===== src/rtl/mexp_pkg.sv =====
package mexp_pkg;

  // Default operand width
  localparam int unsigned MEXP_WIDTH = 16;

  // Multiplication selector: what goes into the shift-add unit and where it lands
  typedef enum logic [1:0] {
    OP_RED = 2'd0,  // base mod m (1 * base)
    OP_ACC = 2'd1,  // acc * sq
    OP_SQ  = 2'd2   // sq * sq
  } mul_op_t;

  // Controller to datapath commands
  typedef struct packed {
    logic    load;   // capture request operands, acc <= 1
    logic    start;  // start a modular multiplication
    mul_op_t op;     // which multiplication
    logic    shift;  // shift exponent right by one
    logic    emit;   // move acc into the output register
  } mexp_cmd_t;

  // Datapath to controller status
  typedef struct packed {
    logic mul_done;  // last step of a multiplication this cycle
    logic exp_zero;  // no exponent bits left
    logic exp_lsb;   // current exponent bit
    logic out_free;  // output register can take a result
  } mexp_stat_t;

endpackage


===== src/rtl/modular_exponentiation_top.sv =====
// Modular exponentiation: power = base ** exponent mod modulus, right-to-left
// square-and-multiply over a bit-serial shift-add modular multiplier.
// Channels:
//   s_axis  - request: base and exponent. Accepted when s_axis_tvalid and
//             s_axis_tready are high; tready is high only while the block is idle.
//   m_axis  - one result per request, held in an output register until taken.
//   cfg     - modulus write, always ready; write only while the block is idle.
// Timing: one request at a time. The multiplier does one bit per cycle. An accepted
// request runs the base reduction, then, per exponent bit up to its highest set bit,
// a square plus a multiplication when the bit is set, then the output step; tready
// returns with the result, so the next request can follow it.
// A zero exponent gives 1; a zero modulus makes products wrap to WIDTH bits.
// Reset sets the modulus to 1 and clears the output valid. A stalled receiver
// holds the result; the block then finishes the next request and waits for the
// output register before going idle again.
module modular_exponentiation_top
  import mexp_pkg::*;
#(
  parameter int unsigned WIDTH = MEXP_WIDTH
) (
  input  logic                              clk,
  input  logic                              rst,
  input  logic                              s_axis_tvalid,
  output logic                              s_axis_tready,
  // base [WIDTH-1:0], exponent [2*WIDTH-1:WIDTH], zero padded to bytes
  input  logic [((2*WIDTH+7)/8)*8-1:0]      s_axis_tdata,
  output logic                              m_axis_tvalid,
  input  logic                              m_axis_tready,
  // power [WIDTH-1:0], zero padded to bytes
  output logic [((WIDTH+7)/8)*8-1:0]        m_axis_tdata,
  input  logic                              cfg_valid,
  output logic                              cfg_ready,
  input  logic [WIDTH-1:0]                  cfg_data
);

  localparam int unsigned OUT_W = ((WIDTH + 7) / 8) * 8;

  mexp_cmd_t        cmd;
  mexp_stat_t       stat;
  logic [WIDTH-1:0] power;

  assign cfg_ready = 1'b1;

  mexp_ctrl u_ctrl (
    .clk      (clk),
    .rst      (rst),
    .in_valid (s_axis_tvalid),
    .in_ready (s_axis_tready),
    .stat     (stat),
    .cmd      (cmd)
  );

  mexp_dp #(
    .WIDTH (WIDTH)
  ) u_dp (
    .clk         (clk),
    .rst         (rst),
    .cfg_we      (cfg_valid),
    .cfg_modulus (cfg_data),
    .in_base     (s_axis_tdata[WIDTH-1:0]),
    .in_exponent (s_axis_tdata[2*WIDTH-1:WIDTH]),
    .cmd         (cmd),
    .stat        (stat),
    .out_valid   (m_axis_tvalid),
    .out_ready   (m_axis_tready),
    .out_power   (power)
  );

  assign m_axis_tdata = OUT_W'(power);

endmodule


===== src/rtl/mexp_ctrl.sv =====
module mexp_ctrl
  import mexp_pkg::*;
(
  input  logic       clk,
  input  logic       rst,
  input  logic       in_valid,
  output logic       in_ready,
  input  mexp_stat_t stat,
  output mexp_cmd_t  cmd
);

  typedef enum logic [2:0] {
    S_IDLE,
    S_RED_GO,
    S_RED_WAIT,
    S_DECIDE,
    S_ACC_WAIT,
    S_SQ_GO,
    S_SQ_WAIT,
    S_OUT
  } state_t;

  state_t state, state_next;

  // Next state and command decode
  always_comb begin
    state_next = state;
    cmd        = '0;
    cmd.op     = OP_RED;
    case (state)
      S_IDLE: begin
        if (in_valid) begin
          cmd.load   = 1'b1;
          state_next = S_RED_GO;
        end
      end
      S_RED_GO: begin
        cmd.start  = 1'b1;
        cmd.op     = OP_RED;
        state_next = S_RED_WAIT;
      end
      S_RED_WAIT: begin
        if (stat.mul_done) state_next = S_DECIDE;
      end
      S_DECIDE: begin
        if (stat.exp_zero) begin
          state_next = S_OUT;
        end else if (stat.exp_lsb) begin
          cmd.start  = 1'b1;
          cmd.op     = OP_ACC;
          state_next = S_ACC_WAIT;
        end else begin
          cmd.start  = 1'b1;
          cmd.op     = OP_SQ;
          state_next = S_SQ_WAIT;
        end
      end
      S_ACC_WAIT: begin
        if (stat.mul_done) state_next = S_SQ_GO;
      end
      S_SQ_GO: begin
        cmd.start  = 1'b1;
        cmd.op     = OP_SQ;
        state_next = S_SQ_WAIT;
      end
      S_SQ_WAIT: begin
        if (stat.mul_done) begin
          cmd.shift  = 1'b1;
          state_next = S_DECIDE;
        end
      end
      S_OUT: begin
        if (stat.out_free) begin
          cmd.emit   = 1'b1;
          state_next = S_IDLE;
        end
      end
      default: state_next = S_IDLE;
    endcase
  end

  assign in_ready = (state == S_IDLE);

  // State register
  always_ff @(posedge clk) begin
    if (rst) begin
      state <= S_IDLE;
    end else begin
      state <= state_next;
    end
  end

endmodule


===== src/rtl/mexp_dp.sv =====
module mexp_dp
  import mexp_pkg::*;
#(
  parameter int unsigned WIDTH = MEXP_WIDTH
) (
  input  logic             clk,
  input  logic             rst,
  input  logic             cfg_we,
  input  logic [WIDTH-1:0] cfg_modulus,
  input  logic [WIDTH-1:0] in_base,
  input  logic [WIDTH-1:0] in_exponent,
  input  mexp_cmd_t        cmd,
  output mexp_stat_t       stat,
  output logic             out_valid,
  input  logic             out_ready,
  output logic [WIDTH-1:0] out_power
);

  localparam int unsigned CNT_W = $clog2(WIDTH);
  localparam logic [CNT_W-1:0] CNT_LAST = CNT_W'(WIDTH - 1);

  logic [WIDTH-1:0] modulus;
  logic [WIDTH-1:0] acc, sq, e;
  logic [WIDTH-1:0] ma, mb, r;
  logic [CNT_W-1:0] cnt;
  logic             busy;
  mul_op_t          op;

  logic [WIDTH:0]   m_ext, dbl, dred, sum, sred;
  logic [WIDTH-1:0] r_next;
  logic             last_step;

  // Modulus register
  always_ff @(posedge clk) begin
    if (rst) begin
      modulus <= WIDTH'(1);
    end else if (cfg_we) begin
      modulus <= cfg_modulus;
    end
  end

  // One shift-add step, MSB of b first: r = 2r mod m, then + a mod m on a set bit.
  // A zero modulus subtracts nothing, so the result simply wraps to WIDTH bits.
  always_comb begin
    m_ext  = {1'b0, modulus};
    dbl    = {r, 1'b0};
    dred   = (dbl >= m_ext) ? (dbl - m_ext) : dbl;
    sum    = {1'b0, dred[WIDTH-1:0]} + {1'b0, ma};
    sred   = (sum >= m_ext) ? (sum - m_ext) : sum;
    r_next = mb[WIDTH-1] ? sred[WIDTH-1:0] : dred[WIDTH-1:0];
  end

  assign last_step = busy && (cnt == '0);

  // Multiplier sequencing
  always_ff @(posedge clk) begin
    if (rst) begin
      busy <= 1'b0;
    end else if (cmd.start) begin
      busy <= 1'b1;
    end else if (last_step) begin
      busy <= 1'b0;
    end
  end

  always_ff @(posedge clk) begin
    if (cmd.start) begin
      r   <= '0;
      cnt <= CNT_LAST;
      op  <= cmd.op;
      case (cmd.op)
        OP_RED: begin
          ma <= WIDTH'(1);
          mb <= sq;
        end
        OP_ACC: begin
          ma <= acc;
          mb <= sq;
        end
        OP_SQ: begin
          ma <= sq;
          mb <= sq;
        end
        default: begin
          ma <= sq;
          mb <= sq;
        end
      endcase
    end else if (busy) begin
      r   <= r_next;
      mb  <= {mb[WIDTH-2:0], 1'b0};
      cnt <= cnt - 1'b1;
    end
  end

  // Operand registers: load on request, write back finished products
  always_ff @(posedge clk) begin
    if (cmd.load) begin
      sq  <= in_base;
      e   <= in_exponent;
      acc <= WIDTH'(1);
    end else begin
      if (last_step) begin
        case (op)
          OP_ACC:  acc <= r_next;
          OP_RED:  sq  <= r_next;
          OP_SQ:   sq  <= r_next;
          default: sq  <= r_next;
        endcase
      end
      if (cmd.shift) e <= {1'b0, e[WIDTH-1:1]};
    end
  end

  // Output register
  always_ff @(posedge clk) begin
    if (rst) begin
      out_valid <= 1'b0;
    end else if (cmd.emit) begin
      out_valid <= 1'b1;
    end else if (out_ready) begin
      out_valid <= 1'b0;
    end
  end

  always_ff @(posedge clk) begin
    if (cmd.emit) out_power <= acc;
  end

  // Status to controller
  always_comb begin
    stat.mul_done = last_step;
    stat.exp_zero = (e == '0);
    stat.exp_lsb  = e[0];
    stat.out_free = !out_valid || out_ready;
  end

endmodule


===== config.mk =====
export PLATFORM = sky130hd
export DESIGN_NAME = modular_exponentiation_top
export DESIGN_NICKNAME = d
export VERILOG_FILES = /design/src/rtl/mexp_pkg.sv /design/src/rtl/modular_exponentiation_top.sv /design/src/rtl/mexp_ctrl.sv /design/src/rtl/mexp_dp.sv
export SDC_FILE = /design/constraint.sdc
export NUM_CORES = 1
export LEC_CHECK = 0
export ABC_CLOCK_PERIOD_IN_PS = 8900
export BUFFER_PORTS_ARGS = -buffer_cell sky130_fd_sc_hd__buf_2
export CAP_MARGIN = 10
export CORE_MARGIN = 1
export CORE_UTILIZATION = 61
export CTS_CLUSTER_DIAMETER = 60
export DETAILED_ROUTE_END_ITERATION = 8
export PLACE_DENSITY = 0.77
export SETUP_SLACK_MARGIN = 0.5
export SYNTH_ARGS = -nofsm -noshare
export SYNTH_HDL_FRONTEND = slang
export SYNTH_SLANG_ARGS = --single-unit

===== constraint.sdc =====
create_clock -name clk -period 8.9 [get_ports clk]
set_input_delay 0.89 -clock clk [delete_from_list [all_inputs] [get_ports clk]]
set_output_delay 0.89 -clock clk [all_outputs]
set_load 0.05 [all_outputs]

==> metrics.cfg, run 1 <==
[outcome]
status = finished clean

[sta]
hold_viol = 0
setup_ws_ns = 1.27
post-route-period-util_pct = 85.7
fmax_ghz = 0.131
max_slew_margin_pct = 41.4
setup_violations = 0
rsz0062_at_grt = no
finalSetupTns_ns = 0
slew_viol_final = 0
worstMarginPinSlew_ns = 0.876
finalCriticalPeriod_ns = 7.63
clock_skew_ns = 0.0110
hold_slack_ns = 0.461

[floorplanning]
io_pins = 72
die-area_um2 = 14300
die_w_um = 120
core_area_um2 = 13300
fp-row-count = 42
die_h_um = 120
initial_core_util_pct = 63.1

[worst_hold_path]
worstHoldStart = u_dp.acc[2]
hp-class = reg2reg
whs_path_depth = 0
holdPathEnd = u_dp.out_power[2]

[synth]
synth_area_leaders = edfxtp_1 29%, dfxtp_1 14%, ha_1 7.6%
synth-compound-area-share_pct = 17.1
synth-seq-area-share_pct = 42.8
synthCells = 871
synth_top_cell_by_area = edfxtp_1
yosysMostFrequentCell = nand2_1
synth_top_family_by_area = compound AO/OA/AOI/OAI gates
syn_nets = 978
synth_top_area_share_pct = 29.2
synthArstFlopShare_pct = 0
muxShareOfSynthArea_pct = 8.17
synth.top_cells.by_count = 128 x nand2_1, 82 x edfxtp_1, 59 x nor2_1
avgSynthCellArea_um2 = 9.67
synthSimpleGateAreaFrac_pct = 16.5
synth_edf_count = 82
syn_area_um2 = 8420
yosysWarnings = 0
yosys_register_bits = 139
yosys_most_used_dff = edfxtp_1
synthAdderAreaFrac_pct = 8.29
ys_types = 76
synth-xor-area-share_pct = 3.43

[cells_and_area]
area_delta_synth_final_pct = 12.5
nFillCells = 1019
final_nets = 1042
diodes = 0
drive_gt1_share_pct = 17.0
final_cells = 1124

[clock_tree]
cts_setup_buffers = 0
cts_inserted_buffers = 17
cts_resized = 0
cts.sinks = 139
cts-htree-levels = 4
cts.clk_slew.worst_paths_ns = 0.06
holdBufCountCts = 0
cts_tree = built
clockBufferDepth = 2
cts_root_buffer = clkbuf_16
clkLatencyLatePin_ns = 0.43

[global_route]
grt.busiest_layer = met2
grt.total_usage_pct = 33.8
grtUsageMet2_pct = 56.1
grt_use_met3_pct = 6.89
grt_overflow = 0
grt_pass1_wl_um = 36500
antenna_found_initial = 0
grt_pass1_vias = 6876
grt_max_degree = 60
use_met1_pct = 42.9

[critical_path]
critical_path_arrival_ns = 7.78
reg2reg_from = u_dp.modulus[4]
r2r_slack_ns = 1.27
cp_max_fo = 16
crit_type = reg2reg
r2r_end = u_dp.sq[8]
required_ns = 9.05
critical_path.endpoint_type = register
r2r.worst_path.cells = 23
startpoint_type = register

[placed_design]
gp_congestion = 0.995
post-place-ws_ns = 1.43
dp.cells = 1091
portBuffers = 70
dp_hpwl_um = 16900

[detailed_routing]
drt_iter0_drc = 623
drt-pass1-iter-count = 5
wire_per_inst_um = 20.5
routed_wl_um = 23000
ant_nets = 0
vias = 7119
post-route-drc-count = 0
vias_per_cell = 6.33

[flow_run]
drv_cap = 0

-- routing by layer --
metal	vias to the layer above	routed length [µm]	part of all wire, %
li1	3312	-	-
met1	3423	9470	41
met2	325	11000	48
met3	59	1730	7.5
met4	0	794	3.5
met5	-	0	0
-- worst max path at each step --
stage / start / end / slack [ns] / depth (start not counted)
after global routing: u_dp.modulus[4] / u_dp.sq[8] / 0.82 / 23
after floorplan: u_dp.modulus[4] / u_dp.sq[10] / 2.58 / 24
final: u_dp.modulus[4] / u_dp.sq[8] / 1.27 / 23
after global placement: u_dp.modulus[4] / u_dp.sq[8] / 1.66 / 23
after CTS: u_dp.modulus[4] / u_dp.sq[8] / 1.36 / 23
after detailed placement: u_dp.modulus[4] / u_dp.sq[8] / 1.43 / 23
-- critical path, cell delays in order (launching register included) --
cell and delay, ns:
dfxtp_1 0.34, inv_1 0.08, ha_1 0.36, a21o_1 0.25, or3_1 0.34, o21ba_2 0.23
o21ba_1 0.23, o41a_4 0.56, mux2_2 0.29, inv_1 0.06, fa_1 0.42, nand3b_1 0.20
a21oi_1 0.25, o22ai_1 0.20, o311ai_0 0.68, ha_1 0.42, and4_1 0.27, and3_1 0.21
a211oi_1 0.20, nand2_1 0.13, a211oi_4 0.76, mux2_2 0.41, mux2i_1 0.33, a21oi_1 0.12
-- state kept, by name (all words and copies together), names as in the netlist, 3 cells and up --
name            cells
u_ctrl.state        3
u_dp.mb            16
u_dp.r             16
u_dp.modulus       16
u_dp.sq            16
u_dp.ma            16
u_dp.e             16
u_dp.cnt            4
u_dp.acc           16
u_dp.out_power     16
-- stage by stage --
step / utilization, % / area, µm²
final: 71.0 / 9480
after CTS: 70.9 / 9470
after global placement: 66.9 / 8930
after floorplan: - / 8420
after global routing: 71.0 / 9480
after detailed placement: 66.9 / 8930
-- cell usage in the layout (no fill, tap or decap), types with 17 or more instances in the layout --
| master | netlist | layout |
|---|---|---|
| ha_1 | 51 | 51 |
| xnor2_1 | 23 | 23 |
| mux2i_1 | 23 | 23 |
| buf_2 | 0 | 70 |
| edfxtp_1 | 82 | 82 |
| nand3_1 | 22 | 22 |
| o21ai_0 | 44 | 42 |
| clkbuf_16 | 0 | 17 |
| dfxtp_1 | 57 | 57 |
| a21oi_1 | 57 | 57 |
| nor2_1 | 59 | 59 |
| nand2_1 | 128 | 128 |
| inv_1 | 39 | 39 |
| mux2_2 | 18 | 18 |
-- cell type report --
| cell class | instances | area (µm²) | share of cell area [%] |
|---|---|---|---|
| clock inverter | 12 | 88.8 | 0.937 |
| clock buffer | 20 | 447 | 4.71 |
| tap | 176 | 220 | 2.32 |
| multi-input combinational | 655 | 4530 | 47.8 |
| sequential | 139 | 3600 | 38.0 |
| inverter | 40 | 150 | 1.58 |
| timing repair buffer | 82 | 440 | 4.65 |
-- logic make-up (layout without fill, tap and decap cells) --
logic type,after synthesis,in the layout
compound gates,216,216
buf+inv,77,154
xor+xnor,33,33
simple gates,296,296
other cells,1,1
fa+ha+maj,54,54
mux,55,55
flops,139,139
Power of run 1 is left out: the tool's default activity adds up to more than one toggle a clock period on the data nets, which glitch-free logic cannot reach.
==> run 2, diff against run 1 <==
- ABC_AREA: not set -> 1
- CORE_UTILIZATION: 61 -> 62
- PLACE_DENSITY: 0.77 -> 0.78
==> run 2 against run 1 <==
  * Count of clock-buffer cells in the layout down 2
  * Setup slack better by 1.1 ns
  * Critical path depth up 8
  * Die area up 11%
  * Core utilization down 1.5 points
  * First-iteration DRC count up 38%
  * Flip-flop and latch count unchanged
  * Final area up 11%
  * Synthesized cell count up 55%
  * Area after synthesis up 14%
  * Register-to-register slack better by 1.1 ns
  * Critical path type unchanged
  * Critical endpoint is now u_dp.sq[12]
  * Highest routed layer unchanged
==> metrics.cfg, run 2 <==
[outcome]
status = finished clean

[synth]
muxShareOfSynthArea_pct = 0
yosys_most_used_dff = edfxtp_1
yosysWarnings = 0
avgSynthCellArea_um2 = 7.07
yosysMostFrequentCell = nand2_1
yosys_register_bits = 139
synthAdderAreaFrac_pct = 7.30
syn_nets = 1459
synth_top_area_share_pct = 25.8
synth_area_leaders = edfxtp_1 26%, nand2_1 17%, dfxtp_1 12%
synth_edf_count = 82
synthCells = 1352
synth_top_family_by_area = simple AND/OR/NAND/NOR gates
synth-compound-area-share_pct = 7.66
synth-xor-area-share_pct = 2.11
synth.top_cells.by_count = 434 x nand2_1, 213 x inv_1, 166 x nand3_1
synth_top_cell_by_area = edfxtp_1
syn_area_um2 = 9560
synthSimpleGateAreaFrac_pct = 34.1
ys_types = 46
synthArstFlopShare_pct = 0
synth-seq-area-share_pct = 37.7

[detailed_routing]
wire_per_inst_um = 17.6
routed_wl_um = 28300
ant_nets = 0
drt-pass1-iter-count = 6
post-route-drc-count = 0
vias_per_cell = 5.62
drt_iter0_drc = 859
vias = 9024

[critical_path]
critical_path_arrival_ns = 6.70
r2r.worst_path.cells = 31
r2r_end = u_dp.sq[12]
reg2reg_from = u_dp.modulus[1]
crit_type = reg2reg
critical_path.endpoint = u_dp.sq[12]
critical_path.endpoint_type = register
crit_start = u_dp.modulus[1]
cp_slowest_stage_delay_ns = 0.83
crit_slowest_cell = nor3_4
required_ns = 9.07
cp_max_fo = 26
cp.depth = 31
r2r_slack_ns = 2.37
startpoint_type = register
path_buf_inv = 5
cp_top_family = simple AND/OR/NAND/NOR gates

[global_route]
grt_overflow = 0
grt_pass1_vias = 8110
grt_pass1_wl_um = 43300
grt_max_degree = 49
antenna_found_initial = 0
grt.total_usage_pct = 36.4

[clock_tree]
cts_inserted_buffers = 17
cts_resized = 0
cts_tree = built
clkLatencyLatePin_ns = 0.43
cts.sinks = 139
cts.clk_slew.worst_paths_ns = 0.07
clockBufferDepth = 2
cts-htree-levels = 4
cts_setup_buffers = 0
cts_root_buffer = clkbuf_16
holdBufCountCts = 0

[floorplanning]
die_w_um = 126
die_h_um = 126
core_area_um2 = 15100
die-area_um2 = 15900
fp-row-count = 45
io_pins = 72
initial_core_util_pct = 63.1

[worst_hold_path]
hp-class = reg2reg

[cells_and_area]
diodes = 0
layout_commonest_cell = nand2_1
area_delta_synth_final_pct = 10.1
drive_gt1_share_pct = 10.7
layout_common_cells = 434 x nand2_1, 213 x inv_1, 166 x nand3_1
final_nets = 1512

[sta]
clock_skew_ns = 0.00985
finalSetupTns_ns = 0
slew_viol_final = 0
hold_viol = 0
post-route-period-util_pct = 73.4
setup_violations = 0
fmax_ghz = 0.153
rsz0062_at_grt = no
worstMarginPinSlew_ns = 1.10
max_slew_margin_pct = 26.6
finalCriticalPeriod_ns = 6.53

[flow_run]
drv_cap = 0

[placed_design]
dp_hpwl_um = 22400
portBuffers = 70
gp_congestion = 1.06

## run 2: cell families (layout without fill, tap and decap cells)
group	Yosys count	count (layout)
and+or+nand+nor	737	737
buffers and inverters	260	326
DFF	139	139
AOI/OAI and AO/OA	138	138
adders and majority gates	54	54
xor gates and xnor gates	23	23
other	1	1
## run 2: area by class of cell
type	instances	area [µm²]
flip-flops and latches	139	3600
fillers	1394	4620
repair buffers	73	373
clock buffers	18	439
well taps	188	235
multi-input cells	953	4910
clock inverters	14	129
inverters	221	830
## run 2: worst min path at each step
| stage | start | end | slack (ns) | cells after the start |
|---|---|---|---|---|
| floorplan | u_dp.acc[10] | u_dp.out_power[10] | 0.41 | 0 |
| global placement | u_dp.acc[13] | u_dp.out_power[13] | 0.41 | 0 |
| detailed placement | u_dp.acc[13] | u_dp.out_power[13] | 0.41 | 0 |
| CTS | u_dp.acc[11] | u_dp.out_power[11] | 0.43 | 0 |
| global route | u_dp.acc[11] | u_dp.out_power[11] | 0.43 | 0 |
| finish | u_dp.acc[9] | u_dp.out_power[9] | 0.43 | 0 |
## run 2: routing by layer
metal / track usage [%] / wire length [µm]
met3: 7.22 / 2610
met4: 14.0 / 971
met1: 49.9 / 12100
met2: 56.6 / 12600
met5: 0 / 0
## run 2: per-stage QoR
step	instances	setup WS (ns)	hold WS (ns)	area (µm²)	utilization, %
after floorplan	1352	4.50	0.408	9560	-
after global placement	1574	2.61	0.413	9960	65.7
after detailed placement	1574	2.57	0.415	9960	65.7
after CTS	1606	2.56	0.430	10500	69.5
after global routing	1606	1.90	0.435	10500	69.5
final	1606	2.37	0.431	10500	69.5
Power of run 2 is left out for the same reason.
